## config.mk

```make
export PLATFORM = sky130hd
export DESIGN_NAME = butterfly_tile_map_core
export DESIGN_NICKNAME = d
export VERILOG_FILES = /design/src/rtl/btm_pkg.sv /design/src/rtl/butterfly_tile_map_core.sv
export SDC_FILE = /design/constraint.sdc
export NUM_CORES = 2
export LEC_CHECK = 0
export ABC_CLOCK_PERIOD_IN_PS = 35200
export BUFFER_PORTS_ARGS = -buffer_cell sky130_fd_sc_hd__buf_2
export CAP_MARGIN = 5
export CORE_ASPECT_RATIO = 0.6
export CORE_MARGIN = 5
export CORE_UTILIZATION = 50
export DETAILED_ROUTE_END_ITERATION = 10
export GPL_ROUTABILITY_DRIVEN = 0
export PLACE_DENSITY = 0.67
export SLEW_MARGIN = 30
export SYNTH_ARGS = -nofsm -noshare
export SYNTH_HDL_FRONTEND = slang
export SYNTH_SLANG_ARGS = --single-unit
```

## constraint.sdc

```tcl
create_clock -name clock -period 35.2 [get_ports clock]
set_input_delay 5.28 -clock clock [delete_from_list [all_inputs] [get_ports clock]]
set_output_delay 5.28 -clock clock [all_outputs]
set_load 0.05 [all_outputs]
```

## src/rtl/btm_pkg.sv

```systemverilog
// shared types and widths for the butterfly tile map core
// no dependencies; imported by butterfly_tile_map_core
package btm_pkg;

   localparam int ORDER_W    = 16;
   localparam int SIZE_W     = 11;
   localparam int OFFSET_W   = 21;
   localparam int HALF_W     = ORDER_W - 1;
   localparam int PROD_W     = 2 * SIZE_W;
   localparam int CSR_ADDR_W = 4;
   localparam int CSR_DATA_W = 32;

   // register indexes on the csr port
   localparam logic [1:0] REG_MATRIX_ORDER = 2'd0;
   localparam logic [1:0] REG_TILE_HEIGHT  = 2'd1;
   localparam logic [1:0] REG_TILE_WIDTH   = 2'd2;

   typedef struct packed {
      logic [ORDER_W-1:0] row_index;
      logic [ORDER_W-1:0] col_index;
   } btm_req_type;

   typedef struct packed {
      logic [ORDER_W-1:0]  host_row;
      logic [ORDER_W-1:0]  host_col;
      logic [SIZE_W-1:0]   part_height;
      logic [SIZE_W-1:0]   part_width;
      logic [OFFSET_W-1:0] elem_offset;
   } btm_rsp_type;

   // per-axis constants derived from the configuration
   typedef struct packed {
      logic [SIZE_W-1:0]  tsz;
      logic [SIZE_W-1:0]  t4;
      logic [SIZE_W-1:0]  t1;
      logic [SIZE_W-1:0]  cln;
      logic [HALF_W-1:0]  fa;
      logic [ORDER_W-1:0] fb;
      logic [ORDER_W:0]   fb2p1;
      logic [ORDER_W-1:0] last;
      logic               fb_gt;
   } btm_axis_type;

   // first-stage decode of one index
   typedef struct packed {
      logic [ORDER_W-1:0] idx;
      logic [ORDER_W-1:0] i2;
      logic               lt;
      logic               mid;
      logic               tail;
   } btm_pre_type;

   // selected host index, part size and offset on one axis
   typedef struct packed {
      logic [ORDER_W-1:0] host;
      logic [SIZE_W-1:0]  size;
      logic [SIZE_W-1:0]  off;
   } btm_part_type;

endpackage

```

## src/rtl/butterfly_tile_map_core.sv

```systemverilog
// butterfly tile map core: maps a butterfly tile index pair onto its host tile
// depends on btm_pkg (types, widths, register indexes)

// Takes one request per cycle while req_ready is high and returns its result
// through the decode, select, multiply and add stages. A result that waits at the
// output holds every stage in place and keeps req_ready low until it is taken.
// The split constants (half order divided by tile height and width) come from two
// restoring dividers that share one step counter; they run after reset and after
// every register write (load, 15 quotient bits, finish), and req_ready stays low
// until they are done. The user must write registers only with no request in
// flight; the core does not enforce this. A tile size register of 0 acts as 1.
module butterfly_tile_map_core (
   input  logic                                clock,
   input  logic                                reset,
   input  logic                                req_valid,
   output logic                                req_ready,
   input  btm_pkg::btm_req_type                req_data,
   output logic                                rsp_valid,
   input  logic                                rsp_ready,
   output btm_pkg::btm_rsp_type                rsp_data,
   input  logic                                csr_psel,
   input  logic                                csr_penable,
   input  logic                                csr_pwrite,
   input  logic [btm_pkg::CSR_ADDR_W-1:0]      csr_paddr,
   input  logic [btm_pkg::CSR_DATA_W-1:0]      csr_pwdata,
   output logic [btm_pkg::CSR_DATA_W-1:0]      csr_prdata,
   output logic                                csr_pready
);
   import btm_pkg::*;

   localparam logic [1:0] ST_LOAD  = 2'd0;
   localparam logic [1:0] ST_DIV   = 2'd1;
   localparam logic [1:0] ST_FIN   = 2'd2;
   localparam logic [1:0] ST_READY = 2'd3;
   localparam int CNT_W = $clog2(HALF_W);
   localparam logic [CNT_W-1:0] CNT_LAST = CNT_W'(HALF_W - 1);

   // ---------------------------------------------------------------- helpers
   function automatic logic [SIZE_W-1:0] cleanup(input logic [SIZE_W-1:0] t4,
                                                 input logic [SIZE_W-1:0] t1);
      logic [SIZE_W-1:0] c;
      if (t4 < t1) c = t4;
      else if (t4 == t1) c = '0;
      else c = t4 - t1;
      return c;
   endfunction

   // key decides the doubled count and the extra tile (t4 on rows, cleanup on columns)
   function automatic btm_axis_type make_axis(input logic [SIZE_W-1:0] tsz,
                                              input logic [SIZE_W-1:0] rem,
                                              input logic [HALF_W-1:0] quo,
                                              input logic [SIZE_W-1:0] cln,
                                              input logic [SIZE_W-1:0] key,
                                              input logic              np0);
      btm_axis_type a;
      logic [ORDER_W-1:0] two_fa;
      logic [ORDER_W-1:0] base;
      a.tsz   = tsz;
      a.t4    = rem;
      a.t1    = tsz - rem;
      a.cln   = cln;
      a.fa    = quo;
      two_fa  = {quo, 1'b0};
      base    = (key == '0) ? {1'b0, quo} : two_fa;
      a.fb    = base + ORDER_W'(key >= a.t1);
      a.fb2p1 = {a.fb, 1'b1};
      a.fb_gt = a.fb > two_fa;
      // order / tsz from half / tsz: 2q plus one more when 2r + lsb reaches tsz
      a.last  = {quo, ({rem, np0} >= {1'b0, tsz})};
      return a;
   endfunction

   function automatic btm_pre_type axis_pre(input logic [ORDER_W-1:0] idx,
                                            input btm_axis_type a);
      btm_pre_type p;
      logic cln_nz;
      cln_nz = (a.cln != '0);
      p.idx  = idx;
      p.i2   = cln_nz ? idx - ORDER_W'(1) : idx;
      p.lt   = idx < a.fb;
      p.mid  = (idx == a.fb) && cln_nz;
      p.tail = ({1'b0, idx} == a.fb2p1) && cln_nz;
      return p;
   endfunction

   function automatic btm_part_type axis_sel(input btm_pre_type p,
                                             input btm_axis_type a);
      btm_part_type r;
      logic t4_nz;
      t4_nz = (a.t4 != '0);
      if (p.lt) begin
         r.host = t4_nz ? (p.idx >> 1) : p.idx;
         if (p.idx[0] && t4_nz) begin
            r.size = a.t4;
            r.off  = a.t1;
         end else begin
            r.size = a.t1;
            r.off  = '0;
         end
      end else if (p.mid) begin
         // middle cleanup tile
         r.host = {1'b0, a.fa};
         r.size = a.cln;
         r.off  = p.idx[0] ? a.t1 : '0;
      end else if (p.tail) begin
         // end cleanup tile
         r.host = a.last;
         r.size = a.cln;
         r.off  = a.fb[0] ? '0 : a.t4;
      end else begin
         r.host = t4_nz ? (p.i2 >> 1) : p.i2;
         if (a.fb_gt) begin
            r.size = p.i2[0] ? a.t1 : a.t4;
         end else begin
            r.size = (p.i2[0] && t4_nz) ? a.t4 : a.t1;
         end
         r.off = (p.i2[0] ^ a.fb[0]) ? '0 : a.t4;
      end
      return r;
   endfunction

   // ---------------------------------------------------------------- registers
   logic [ORDER_W-1:0] matrix_order_ff;
   logic [SIZE_W-1:0]  tile_height_ff;
   logic [SIZE_W-1:0]  tile_width_ff;
   logic [SIZE_W-1:0]  mb_eff;
   logic [SIZE_W-1:0]  nb_eff;
   logic               csr_write;
   logic               csr_hit;

   assign csr_pready = 1'b1;
   assign csr_write  = csr_psel && csr_penable && csr_pwrite && csr_pready;
   assign csr_hit    = csr_write && (csr_paddr[3:2] == REG_MATRIX_ORDER ||
                                     csr_paddr[3:2] == REG_TILE_HEIGHT ||
                                     csr_paddr[3:2] == REG_TILE_WIDTH);
   assign mb_eff = (tile_height_ff == '0) ? SIZE_W'(1) : tile_height_ff;
   assign nb_eff = (tile_width_ff == '0) ? SIZE_W'(1) : tile_width_ff;

   always_ff @(posedge clock) begin
      if (reset) begin
         matrix_order_ff <= ORDER_W'(1);
         tile_height_ff  <= SIZE_W'(1);
         tile_width_ff   <= SIZE_W'(1);
      end else if (csr_write) begin
         unique case (csr_paddr[3:2])
            REG_MATRIX_ORDER: matrix_order_ff <= csr_pwdata[ORDER_W-1:0];
            REG_TILE_HEIGHT:  tile_height_ff  <= csr_pwdata[SIZE_W-1:0];
            REG_TILE_WIDTH:   tile_width_ff   <= csr_pwdata[SIZE_W-1:0];
            default: ;
         endcase
      end
   end

   always_comb begin
      unique case (csr_paddr[3:2])
         REG_MATRIX_ORDER: csr_prdata = CSR_DATA_W'(matrix_order_ff);
         REG_TILE_HEIGHT:  csr_prdata = CSR_DATA_W'(tile_height_ff);
         REG_TILE_WIDTH:   csr_prdata = CSR_DATA_W'(tile_width_ff);
         default:          csr_prdata = '0;
      endcase
   end

   // ---------------------------------------------------------------- dividers
   logic [1:0]        state_ff, state_in;
   logic [CNT_W-1:0]  cnt_ff, cnt_in;
   logic [HALF_W-1:0] quo_h_ff, quo_h_in, quo_w_ff, quo_w_in;
   logic [SIZE_W-1:0] rem_h_ff, rem_h_in, rem_w_ff, rem_w_in;
   logic [SIZE_W:0]   sh_h, sh_w;
   logic              ge_h, ge_w;
   btm_axis_type      row_cfg_ff, row_cfg_in, col_cfg_ff, col_cfg_in;
   logic [SIZE_W-1:0] row_cln;

   assign sh_h = {rem_h_ff, quo_h_ff[HALF_W-1]};
   assign sh_w = {rem_w_ff, quo_w_ff[HALF_W-1]};
   assign ge_h = sh_h >= {1'b0, mb_eff};
   assign ge_w = sh_w >= {1'b0, nb_eff};

   always_comb begin
      state_in = state_ff;
      cnt_in   = cnt_ff;
      quo_h_in = quo_h_ff;
      quo_w_in = quo_w_ff;
      rem_h_in = rem_h_ff;
      rem_w_in = rem_w_ff;
      unique case (state_ff)
         ST_LOAD: begin
            quo_h_in = matrix_order_ff[ORDER_W-1:1];
            quo_w_in = matrix_order_ff[ORDER_W-1:1];
            rem_h_in = '0;
            rem_w_in = '0;
            cnt_in   = '0;
            state_in = ST_DIV;
         end
         ST_DIV: begin
            // one quotient bit per cycle on each lane
            rem_h_in = ge_h ? SIZE_W'(sh_h - {1'b0, mb_eff}) : sh_h[SIZE_W-1:0];
            rem_w_in = ge_w ? SIZE_W'(sh_w - {1'b0, nb_eff}) : sh_w[SIZE_W-1:0];
            quo_h_in = {quo_h_ff[HALF_W-2:0], ge_h};
            quo_w_in = {quo_w_ff[HALF_W-2:0], ge_w};
            cnt_in   = cnt_ff + CNT_W'(1);
            if (cnt_ff == CNT_LAST) state_in = ST_FIN;
         end
         ST_FIN:   state_in = ST_READY;
         ST_READY: state_in = ST_READY;
         default:  state_in = ST_LOAD;
      endcase
      if (csr_hit) state_in = ST_LOAD;
   end

   // the column cleanup width is the row-derived cleanup height
   assign row_cln    = cleanup(rem_h_ff, mb_eff - rem_h_ff);
   assign row_cfg_in = make_axis(mb_eff, rem_h_ff, quo_h_ff, row_cln, rem_h_ff,
                                 matrix_order_ff[0]);
   assign col_cfg_in = make_axis(nb_eff, rem_w_ff, quo_w_ff, row_cln, row_cln,
                                 matrix_order_ff[0]);

   always_ff @(posedge clock) begin
      if (reset) begin
         state_ff <= ST_LOAD;
      end else begin
         state_ff <= state_in;
      end
   end

   always_ff @(posedge clock) begin
      cnt_ff   <= cnt_in;
      quo_h_ff <= quo_h_in;
      quo_w_ff <= quo_w_in;
      rem_h_ff <= rem_h_in;
      rem_w_ff <= rem_w_in;
      if (state_ff == ST_FIN) begin
         row_cfg_ff <= row_cfg_in;
         col_cfg_ff <= col_cfg_in;
      end
   end

   // ---------------------------------------------------------------- pipeline
   logic                adv;
   logic                s1_valid_ff, s2_valid_ff, s3_valid_ff, rsp_valid_ff;
   btm_pre_type         s1_row_ff, s1_row_in, s1_col_ff, s1_col_in;
   btm_part_type        s2_row_ff, s2_row_in, s2_col_ff, s2_col_in;
   logic [PROD_W-1:0]   s3_prod_ff, s3_prod_in;
   logic [SIZE_W-1:0]   s3_offw_ff;
   logic [ORDER_W-1:0]  s3_host_row_ff, s3_host_col_ff;
   logic [SIZE_W-1:0]   s3_height_ff, s3_width_ff;
   btm_rsp_type         rsp_data_ff, rsp_data_in;

   // whole pipeline moves unless the output register holds an untaken result
   assign adv       = !rsp_valid_ff || rsp_ready;
   assign req_ready = adv && (state_ff == ST_READY);

   assign s1_row_in  = axis_pre(req_data.row_index, row_cfg_ff);
   assign s1_col_in  = axis_pre(req_data.col_index, col_cfg_ff);
   assign s2_row_in  = axis_sel(s1_row_ff, row_cfg_ff);
   assign s2_col_in  = axis_sel(s1_col_ff, col_cfg_ff);
   assign s3_prod_in = PROD_W'(s2_row_ff.off) * PROD_W'(row_cfg_ff.tsz);

   always_comb begin
      rsp_data_in.host_row    = s3_host_row_ff;
      rsp_data_in.host_col    = s3_host_col_ff;
      rsp_data_in.part_height = s3_height_ff;
      rsp_data_in.part_width  = s3_width_ff;
      rsp_data_in.elem_offset = OFFSET_W'(s3_prod_ff + PROD_W'(s3_offw_ff));
   end

   always_ff @(posedge clock) begin
      if (reset) begin
         s1_valid_ff  <= 1'b0;
         s2_valid_ff  <= 1'b0;
         s3_valid_ff  <= 1'b0;
         rsp_valid_ff <= 1'b0;
      end else if (adv) begin
         s1_valid_ff  <= req_valid && req_ready;
         s2_valid_ff  <= s1_valid_ff;
         s3_valid_ff  <= s2_valid_ff;
         rsp_valid_ff <= s3_valid_ff;
      end
   end

   always_ff @(posedge clock) begin
      if (adv) begin
         s1_row_ff      <= s1_row_in;
         s1_col_ff      <= s1_col_in;
         s2_row_ff      <= s2_row_in;
         s2_col_ff      <= s2_col_in;
         s3_prod_ff     <= s3_prod_in;
         s3_offw_ff     <= s2_col_ff.off;
         s3_host_row_ff <= s2_row_ff.host;
         s3_host_col_ff <= s2_col_ff.host;
         s3_height_ff   <= s2_row_ff.size;
         s3_width_ff    <= s2_col_ff.size;
         rsp_data_ff    <= rsp_data_in;
      end
   end

   assign rsp_valid = rsp_valid_ff;
   assign rsp_data  = rsp_data_ff;

   // ---------------------------------------------------------------- checks
   a_write_blocks_requests: assert property (@(posedge clock) disable iff (reset)
      csr_hit |=> !req_ready)
      else $error("request taken right after a register write");

   a_divider_remainder: assert property (@(posedge clock) disable iff (reset)
      state_ff == ST_FIN |-> (rem_h_ff < mb_eff) && (rem_w_ff < nb_eff))
      else $error("divider remainder not below divisor");

   a_result_from_pipeline: assert property (@(posedge clock) disable iff (reset)
      $rose(rsp_valid_ff) |-> $past(s3_valid_ff))
      else $error("result appeared without a request in the last stage");

endmodule
```

==> results.py <==
metrics = {
    "worst_setup_path": {
        "cp-end-kind": "output port",
        "slowest_stage": "nor2b_1",
        "r2r-start": "tile_height_ff[1]",
        "path_delay_family": "simple AND/OR/NAND/NOR gates",
        "crit_type": "in2out",
        "arrival_ps": 6850,
        "crit_chain": "buf_2 > nor2b_1 > nand2_1 > o21ai_0 > buf_2",
        "critPathLaunch": "csr_paddr[2]",
        "cp-start-kind": "input port",
        "critPathRequiredTime_ps": 29920,
        "r2r_setup_slack_ps": 24330,
        "cpMostUsedCell": "buf_2",
        "critPathMaxFanout": 18,
        "crit_buf_inv": 2,
        "max_stage_delay_ps": 640,
    },
    "pwr": {
        "sequentialPowerShare": 0.405,
        "comb_power_share": 0.332,
        "peakVddDrop_uv": 40.60,
        "power_density_nw_per_um2": 58.18,
        "leakage_nw": 14.40,
        "netSwitchingPower_mw": 0.7040,
        "switching_share": 0.3475,
        "pwr-share-clk": 0.263,
        "internal_power_mw": 1.322,
    },
    "global_routing": {
        "grt_first_pass_wirelength_um": 124100,
        "gr-total-overflow": 0,
        "grt_usage": 0.2288,
        "antenna_found_initial": 6,
        "grt_pass1_vias": 21877,
        "grt_max_degree": 201,
    },
    "logic_synthesis": {
        "ys_ff_latch": 539,
        "synth_seq_area_share": 0.4956,
        "syn-cell-area_um2": 31770,
        "synth_edf_count": 495,
        "synth.avg_cell_area_um2": 10.52,
        "async_flop_share": 0,
        "yosysUniqueCellTypes": 78,
        "yosys_warnings": 0,
        "yosys_most_used_dff": "edfxtp_1",
        "netlist_instances": 3019,
    },
    "clocking": {
        "clkSlewWorstSetupHoldPaths_ps": 60,
        "hold_buffers": 0,
        "clock_latency_ps": 620,
        "ctsHtreeMaxLevel": 2,
        "ctsResizeCount": 0,
        "cts_root_buf": "clkbuf_16",
        "clockBufferDepth": 3,
        "cts_setup_buffers": 0,
        "cts_buffers": 52,
        "cts_tree": "yes",
        "cts.sinks": 539,
    },
    "sta": {
        "rsz0062_at_grt": "false",
        "fmax_mhz": 82.47,
        "tns_ps": 0,
        "min_period_ps": 12130,
        "finClkSkew_ps": 20.53,
        "worst_slack_ps": 23070,
        "setup_viol": 0,
        "tightest_slew_ps": 992.9,
        "slew_violations": 0,
        "period_share": 0.3445,
        "hold_viol": 0,
        "relSlewSlack": 0.3356,
    },
    "flow_run": {
        "max-cap-violations": 0,
    },
    "cells_and_area": {
        "layout_common_cells": "edfxtp_1 (495), nand2_1 (408), inv_1 (254)",
        "final_common_cell": "edfxtp_1",
        "fin_util": 0.5543,
        "multi_input_area_um2": 14470,
        "fillers": 5318,
        "fin_nets": 3453,
        "area_growth_pct": 9.594,
        "regArea_um2": 15750,
        "drive_gt1_frac": 0.08746,
    },
    "min_path": {
        "hold_start": "s2_row_ff[19]",
        "hold_path.class": "reg2reg",
    },
    "floorplanning": {
        "top_level_ports": 185,
        "die_area_um2": 68840,
        "die_h_um": 205.2,
        "core_area_um2": 62810,
        "die_w_um": 335.4,
        "row_count": 71,
        "start_util": 0.5058,
    },
    "detailed_routing": {
        "drt_iter0_markers": 2784,
        "vias": 22851,
        "via_per_inst": 5.749,
        "post-route-drc-count": 0,
        "finalWirelength_um": 79200,
        "drtPass1Iterations": 7,
        "ant_nets": 0,
        "wire_per_inst_um": 19.93,
    },
    "placed_design": {
        "port_buffers": 149,
        "dp_hpwl_um": 59910,
        "pre_cts_slack_ps": 23120,
    },
    "outcome": {
        "run_status": "completed",
    },
}
==> routing by layer <==
| layer | track usage | share of wire | vias to the layer above | routed length [um] |
|---|---|---|---|---|
| met3 | 0.05592 | 0.11 | 109 | 8960 |
| li1 | - | - | 10742 | - |
| met4 | 0.04418 | 0.015 | 0 | 1162 |
| met5 | 0 | 0 | - | 0 |
| met1 | 0.3733 | 0.48 | 10914 | 38220 |
| met2 | 0.3064 | 0.39 | 1086 | 30860 |
==> per-stage QoR <==
step	power, mW	cell area, um^2	instances	hold slack, ps
after floorplan	1.327	31820	3034	400.3
after global placement	1.465	33120	3876	400.7
after detailed placement	1.489	33160	3877	404.5
after CTS	2.026	34760	3971	414.3
after global routing	2.142	34810	3974	424.6
final	2.026	34820	3975	416.9
==> logic make-up after synthesis <==
kind of cell / synth area share
buffers and inverters: 0.05246
AND/OR/NAND/NOR: 0.1317
flip-flops: 0.4956
multiplexers: 0.02367
AO/OA/AOI/OAI: 0.1205
adder cells (fa/ha/maj): 0.1323
other: 0.0002364
XOR/XNOR: 0.04348
==> state kept, by name (all words and copies together) (netlist names), 15 cells and up <==
register         flops
rsp_data            75
col_cfg_ff          66
row_cfg_ff          66
s2_col_ff           38
s2_row_ff           38
s1_col_ff           35
s1_row_ff           35
s3_prod_ff          21
matrix_order_ff     16
s3_host_col_ff      16
s3_host_row_ff      16
quo_h_ff            15
quo_w_ff            15
==> cell usage after synthesis (4+ instances only) <==
cell type | number | share of area
a2111oi_0 | 4 | 0.0011
a22oi_1 | 25 | 0.0059
nor4_1 | 19 | 0.0037
nor3_1 | 47 | 0.0074
a41oi_1 | 5 | 0.0014
or3b_2 | 5 | 0.0014
o31ai_1 | 11 | 0.0026
ha_1 | 200 | 0.079
a211oi_1 | 35 | 0.0083
o211ai_1 | 9 | 0.0021
o22ai_1 | 6 | 0.0012
nand2b_1 | 29 | 0.0057
dfxtp_1 | 44 | 0.028
nand3_1 | 35 | 0.0055
inv_1 | 255 | 0.030
a21boi_0 | 19 | 0.0045
o31a_1 | 13 | 0.0036
nand2_1 | 409 | 0.048
a21o_1 | 41 | 0.0097
clkbuf_1 | 137 | 0.016
or3_1 | 18 | 0.0035
xor2_1 | 45 | 0.012
nor3b_1 | 4 | 0.00095
a31oi_1 | 35 | 0.0069
a21oi_1 | 236 | 0.037
a211o_1 | 4 | 0.0011
buf_4 | 18 | 0.0043
xnor2_1 | 107 | 0.029
nand4_1 | 26 | 0.0051
and3_1 | 22 | 0.0043
nand3b_1 | 4 | 0.00095
edfxtp_1 | 495 | 0.47
nor2_1 | 200 | 0.024
o21a_1 | 17 | 0.0040
buf_1 | 11 | 0.0013
mux2i_1 | 74 | 0.023
and2_1 | 62 | 0.012
fa_1 | 85 | 0.054
o21ai_0 | 122 | 0.019
nor2b_1 | 30 | 0.0059
==> worst paths after layout <==
path | cells past startpoint | to
max | 5 | csr_prdata[8]
min reg2reg | 0 | s3_height_ff[8]
min | 0 | s3_height_ff[8]
max reg2reg | 45 | col_cfg_ff[0]
==> cell type report <==
| class | count | share of cell area |
|---|---|---|
| sequential | 539 | 0.4522 |
| multi-input combinational | 2071 | 0.4157 |
| clock buffer | 69 | 0.04039 |
| tap | 839 | 0.03015 |
| timing repair buffer | 172 | 0.02800 |
| inverter | 257 | 0.02771 |
| clock inverter | 25 | 0.005642 |
| antenna | 3 | 0.0002156 |
==> worst reg2reg max path, delay by kind of cell, from the launching register on <==
family | cells | cell delay [ps]
compound gates | 24 | 5280
xor+xnor | 2 | 530
fa+ha+maj | 7 | 2090
buf+inv | 2 | 180
flops | 1 | 490
simple gates | 10 | 2050
==> power groups by stage <==
stage | clock network, mW | logic, mW | registers (mW)
2_1_floorplan | 0 | 0.471 | 0.857
3_3_place_gp | 0 | 0.634 | 0.830
3_5_place_dp | 0 | 0.656 | 0.833
4_1_cts | 0.547 | 0.660 | 0.819
5_1_grt | 0.575 | 0.740 | 0.826
6_report | 0.532 | 0.672 | 0.821
Note: power is estimated with default switching activity, not from simulation.
